--- src/sv/bief_pkg.sv ---
// Shared types, codes and the control program of the binary image edge follower.
// Used by the sequencer, the pixel store wrapper logic and the top level.
package bief_pkg;

    typedef logic [3:0] pc_t;
    typedef logic [1:0] side_t;
    typedef logic [9:0] coord_t;

    localparam logic [1:0] OP_WRITE = 2'd0;
    localparam logic [1:0] OP_START = 2'd1;
    localparam logic [1:0] OP_STEP  = 2'd2;

    localparam side_t SIDE_UP    = 2'd0;
    localparam side_t SIDE_RIGHT = 2'd1;
    localparam side_t SIDE_DOWN  = 2'd2;
    localparam side_t SIDE_LEFT  = 2'd3;

    localparam logic REG_IMAGE_WIDTH  = 1'b0;
    localparam logic REG_IMAGE_HEIGHT = 1'b1;

    localparam logic [1:0] RD_P = 2'd0;
    localparam logic [1:0] RD_N = 2'd1;
    localparam logic [1:0] RD_T = 2'd2;
    localparam logic [1:0] RD_S = 2'd3;

    localparam logic [3:0] ACT_NONE    = 4'd0;
    localparam logic [3:0] ACT_CLEAR   = 4'd1;
    localparam logic [3:0] ACT_IDLE    = 4'd2;
    localparam logic [3:0] ACT_WRITE   = 4'd3;
    localparam logic [3:0] ACT_START   = 4'd4;
    localparam logic [3:0] ACT_LATCH_P = 4'd5;
    localparam logic [3:0] ACT_EVAL    = 4'd6;
    localparam logic [3:0] ACT_DEC     = 4'd7;
    localparam logic [3:0] ACT_LATCH_T = 4'd8;
    localparam logic [3:0] ACT_MOVE    = 4'd9;
    localparam logic [3:0] ACT_OUT     = 4'd10;

    localparam logic [2:0] NX_NEXT     = 3'd0;
    localparam logic [2:0] NX_JUMP     = 3'd1;
    localparam logic [2:0] NX_IF_MORE  = 3'd2;
    localparam logic [2:0] NX_IF_DONE  = 3'd3;
    localparam logic [2:0] NX_DISPATCH = 3'd4;

    localparam pc_t PC_CLR   = 4'd0;
    localparam pc_t PC_IDLE  = 4'd1;
    localparam pc_t PC_WR    = 4'd2;
    localparam pc_t PC_ST    = 4'd3;
    localparam pc_t PC_V0    = 4'd4;
    localparam pc_t PC_V1    = 4'd5;
    localparam pc_t PC_EVAL  = 4'd6;
    localparam pc_t PC_T0    = 4'd7;
    localparam pc_t PC_T1    = 4'd8;
    localparam pc_t PC_T2    = 4'd9;
    localparam pc_t PC_OUT   = 4'd10;

    typedef struct packed {
        logic [1:0] rd_sel;
        logic [3:0] act;
        logic [2:0] nx;
        pc_t        target;
    } ucode_t;

    typedef struct packed {
        logic       in_acc;
        logic       out_free;
        logic       clr_last;
        logic       more;
        logic [1:0] op;
    } seq_stat_t;

    function automatic ucode_t ucode_rom(input pc_t pc);
        ucode_t w;
        w = '{rd_sel: RD_P, act: ACT_NONE, nx: NX_JUMP, target: PC_IDLE};
        unique case (pc)
            PC_CLR:  w = '{rd_sel: RD_P, act: ACT_CLEAR,   nx: NX_NEXT,     target: PC_IDLE};
            PC_IDLE: w = '{rd_sel: RD_P, act: ACT_IDLE,    nx: NX_DISPATCH, target: PC_IDLE};
            PC_WR:   w = '{rd_sel: RD_P, act: ACT_WRITE,   nx: NX_JUMP,     target: PC_V0};
            PC_ST:   w = '{rd_sel: RD_P, act: ACT_START,   nx: NX_JUMP,     target: PC_V0};
            PC_V0:   w = '{rd_sel: RD_P, act: ACT_NONE,    nx: NX_NEXT,     target: PC_IDLE};
            PC_V1:   w = '{rd_sel: RD_N, act: ACT_LATCH_P, nx: NX_NEXT,     target: PC_IDLE};
            PC_EVAL: w = '{rd_sel: RD_P, act: ACT_EVAL,    nx: NX_IF_DONE,  target: PC_OUT};
            PC_T0:   w = '{rd_sel: RD_T, act: ACT_DEC,     nx: NX_NEXT,     target: PC_IDLE};
            PC_T1:   w = '{rd_sel: RD_S, act: ACT_LATCH_T, nx: NX_NEXT,     target: PC_IDLE};
            PC_T2:   w = '{rd_sel: RD_P, act: ACT_MOVE,    nx: NX_IF_MORE,  target: PC_T0};
            PC_OUT:  w = '{rd_sel: RD_P, act: ACT_OUT,     nx: NX_JUMP,     target: PC_IDLE};
            default: w = '{rd_sel: RD_P, act: ACT_NONE,    nx: NX_JUMP,     target: PC_IDLE};
        endcase
        return w;
    endfunction

    function automatic coord_t delta_x(input side_t s);
        coord_t d;
        d = '0;
        unique case (s)
            SIDE_RIGHT: d = 10'd1;
            SIDE_LEFT:  d = 10'h3FF;
            default:    d = '0;
        endcase
        return d;
    endfunction

    function automatic coord_t delta_y(input side_t s);
        coord_t d;
        d = '0;
        unique case (s)
            SIDE_UP:   d = 10'h3FF;
            SIDE_DOWN: d = 10'd1;
            default:   d = '0;
        endcase
        return d;
    endfunction

endpackage

--- src/sv/bief_useq.sv ---
// Program counter and control program sequencer of the edge follower.
// Uses bief_pkg for the control word layout and the program table.
module bief_useq import bief_pkg::*; (
    input  logic      clk,
    input  logic      rst_n,
    input  seq_stat_t stat,
    output ucode_t    ctrl
);

    pc_t  pc_reg;
    pc_t  pc_next;
    pc_t  pc_inc;
    logic hold;

    assign ctrl   = ucode_rom(pc_reg);
    assign pc_inc = pc_reg + 4'd1;
    assign hold   = (ctrl.act == ACT_IDLE  && !stat.in_acc)   ||
                    (ctrl.act == ACT_OUT   && !stat.out_free) ||
                    (ctrl.act == ACT_CLEAR && !stat.clr_last);

    always_comb
    begin
        pc_next = pc_reg;
        if (!hold)
        begin
            unique case (ctrl.nx)
                NX_NEXT:    pc_next = pc_inc;
                NX_JUMP:    pc_next = ctrl.target;
                NX_IF_MORE: pc_next = stat.more ? ctrl.target : pc_inc;
                NX_IF_DONE: pc_next = stat.more ? pc_inc : ctrl.target;
                NX_DISPATCH:
                begin
                    priority if (stat.op == OP_WRITE)
                        pc_next = PC_WR;
                    else if (stat.op == OP_START)
                        pc_next = PC_ST;
                    else
                        pc_next = PC_V0;
                end
                default:    pc_next = PC_IDLE;
            endcase
        end
    end

    always_ff @(posedge clk or negedge rst_n)
    begin
        if (!rst_n)
        begin
            pc_reg <= PC_CLR;
        end
        else
        begin
            pc_reg <= pc_next;
        end
    end

endmodule
--- config.mk ---
export PLATFORM = sky130hd
export DESIGN_NAME = bief_useq
export DESIGN_NICKNAME = d
export VERILOG_FILES = /design/src/sv/bief_pkg.sv /design/src/sv/bief_useq.sv
export SDC_FILE = /design/constraint.sdc
export NUM_CORES = 1
export LEC_CHECK = 0
export ABC_AREA = 1
export BUFFER_PORTS_ARGS = -buffer_cell sky130_fd_sc_hd__buf_4
export CORE_ASPECT_RATIO = 1.2
export CORE_MARGIN = 2
export CORE_UTILIZATION = 50
export CTS_BUF_LIST = sky130_fd_sc_hd__clkbuf_8
export DETAILED_ROUTE_END_ITERATION = 7
export PLACE_DENSITY = 0.8
export RECOVER_POWER = 100
export SLEW_MARGIN = 20
export SYNTH_ARGS = -nofsm -noshare
export SYNTH_HDL_FRONTEND = slang
export SYNTH_SLANG_ARGS = --single-unit
--- constraint.sdc ---
create_clock -name clk -period 2.2 [get_ports clk]
set_input_delay 0.55 -clock clk [delete_from_list [all_inputs] [get_ports clk]]
set_output_delay 0.55 -clock clk [all_outputs]
set_load 0.02 [all_outputs]
==> results.cfg <==
[timing]
fin_crit_sh_pct = 95.3
whs_ns = 0.145
slew_headroom_pct = 74.0
final-setup-viol-count = 0
max_freq_ghz = 0.477
tightestPinTransition_ns = 0.390
fin_tns_setup_ns = 0
final-max-slew-violation-count = 0
hold_viol_final = 0
rsz0062_at_grt = false
final.setup_skew_ns = 0.00206
fin_crit_ns = 2.10

[worst_setup_path]
worstPathArrival_ns = 1.55
start_kind = register
criticalPathCategory = register to output port
worstSetupEndpointType = output port
r2r_cells = 11
cp.required_ns = 1.65
worstPathMaxFanout = 8

[power_and_ir_drop]
p_clk_share_pct = 8.8
p_per_area_mw_per_mm2 = 1730
power_leakage_nw = 0.602
p_seq_share_pct = 10.0
ir_worst_vdd_mv = 0.750
p_sw_mw = 1.05
combPwrFrac_pct = 81.1
total_power_mw = 1.78
p_sw_share_pct = 58.9
p_int_mw = 0.731

[placement]
hpwl_um = 1760
place_congestion = 0.971
portBuffers = 20
placed_area_mm2 = 0.00101

[layout]
n_fill_cell = 176
finalNetCount = 187
multi_input_area_um2 = 618
largest_register_ffs = 4
fin_area_mm2 = 0.00103
drive_above_1_share_pct = 28.2
antennaDiodeCount = 0
seqCellArea_um2 = 101
syn_to_final_growth_pct = 21.4

[route]
first_iter_violations = 27
ant_nets = 0
vias_per_cell = 5.47
dr.pass1.iters = 4
drt-met1-wl_um = 824
met3_length_um = 174
wirelength_um = 2220
vias = 1028
wl_met2_um = 1170
drc = 0
wl_per_cell_um = 11.8
top_layer = met4

[clock_tree]
clk-insertion-delay-late_ns = 0.22
clock-sinks = 4
clk_pin_slew_ns = 0.03
cts_setup_buffers = 0
htree_levels = 1
clockBufferDepth = 2
root_buffer = clkbuf_8
cts_tree = yes
numCtsBuffers = 3
hold_buffers = 0

[synth]
yosysWarnings = 0
netlist_instances = 147
syn_area_um2 = 848
syn_avg_cell_area_um2 = 5.77
synth.distinct_cells = 20
yosysSeqAreaShare_pct = 11.8
syn_nets = 162
ys_ff_latch = 4

[die]
die_y_um = 49.1
dieArea_mm2 = 0.00204
coreArea_mm2 = 0.00162
initial_core_util_pct = 52.3
dieWidth_um = 41.6
io_pins = 21
row_count = 16

[worst_hold_path]
hold_path_class = primary input to asynchronous set/reset pin

[job]
maxCapViolCount = 0

[global_routing]
antenna_found_initial = 0
grt_pass1_wl_um = 3650
grt_usage_pct = 22.4
grt_start_max_net_pins = 10
grt_pass1_vias = 891
grt-ovfl-total = 0

[status]
status = completed
[placed cells by master (no fill, tap or decap)]
cell / n
nor2_2: 2
o21ai_0: 5
ha_2: 1
ha_1: 6
nand3_2: 5
inv_2: 5
o21ai_2: 1
o21bai_1: 1
dfrtp_1: 3
nand2_1: 48
clkbuf_8: 3
dfrtp_2: 1
nand2_2: 8
clkbuf_2: 5
nor2_1: 12
nor2_4: 1
nand4_1: 3
buf_4: 16
clkbuf_1: 3
o211ai_1: 3
or2_1: 1
inv_1: 17
nand3_1: 18
clkinv_1: 2
[synthesized netlist by cell type (all sizes together)]
master / count / area share, %
nand2: 56 / 27
nand3: 23 / 17
inv: 22 / 9.7
nor2: 15 / 8.4
ha: 7 / 10
o21ai: 6 / 4.0
buf: 4 / 4.4
dfrtp: 4 / 12
nand4: 3 / 2.2
o211ai: 3 / 2.7
clkinv: 2 / 0.89
o21bai: 1 / 0.89
or2: 1 / 0.74
[kinds of logic (layout without fill, tap and decap cells)]
logic type,count (synthesis),count (layout),share of synthesized area [%]
flip-flops,4,4,11.8
AO/OA/AOI/OAI,10,10,7.52
adder cells (fa/ha/maj),7,7,10.3
buffers and inverters,28,51,15.0
AND/OR/NAND/NOR,98,98,55.3
[layer usage]
layer  global-route usage, %  vias to the layer above
li1                        -                      507
met3                    3.33                        6
met4                    8.60                        0
met2                    42.4                       47
met5                       0                        -
met1                    24.3                      468
[critical path, cell delays in order (launching register included)]
cell	delay, ns
dfrtp_1	0.35
clkbuf_2	0.22
ha_1	0.25
nand2_2	0.11
nor2_2	0.21
buf_4	0.19
[through the flow]
stage,cells,util [%],setup WS [ns]
2_1_floorplan,147,-,0.321
3_3_place_gp,185,62.5,0.332
3_5_place_dp,185,62.5,0.271
4_1_cts,188,65.0,0.0319
5_1_grt,188,63.5,0.0462
6_report,188,63.5,0.104
[power groups by stage]
| stage | combinational, mW | sequential (mW) | clock (mW) |
|---|---|---|---|
| 2_1_floorplan | 1.08 | 0.157 | 0 |
| 6_report | 1.44 | 0.178 | 0.157 |
| 4_1_cts | 1.48 | 0.173 | 0.158 |
| 3_3_place_gp | 1.43 | 0.171 | 0 |
| 3_5_place_dp | 1.47 | 0.174 | 0 |
| 5_1_grt | 1.60 | 0.185 | 0.162 |
[area by class of cell]
| type | instances | share of cell area (%) |
|---|---|---|
| sequential | 4 | 9.84 |
| tap | 18 | 2.19 |
| multi-input combinational | 115 | 60.0 |
| clock buffer | 3 | 4.01 |
| inverter | 24 | 8.75 |
| timing repair buffer | 24 | 15.2 |
[worst paths after layout]
kind	start	endpoint	slack [ns]
setup / recovery	pc_reg[0]	ctrl[6]	0.10
hold / removal	rst_n	pc_reg[3]	0.14
setup reg to reg	pc_reg[0]	pc_reg[2]	0.36
hold reg to reg	pc_reg[1]	pc_reg[1]	0.63
max in group asynchronous	rst_n	pc_reg[1]	1.86
min in group clk	pc_reg[1]	pc_reg[1]	0.63
[timing repair]
| item | in CTS | in global routing |
|---|---|---|
| endpoints found under the setup margin | 0 | 1 |
| resized for setup | 0 | 3 |
| hold endpoints to repair | 0 | 0 |
No activity file was read; power rests on OpenSTA's default activity.
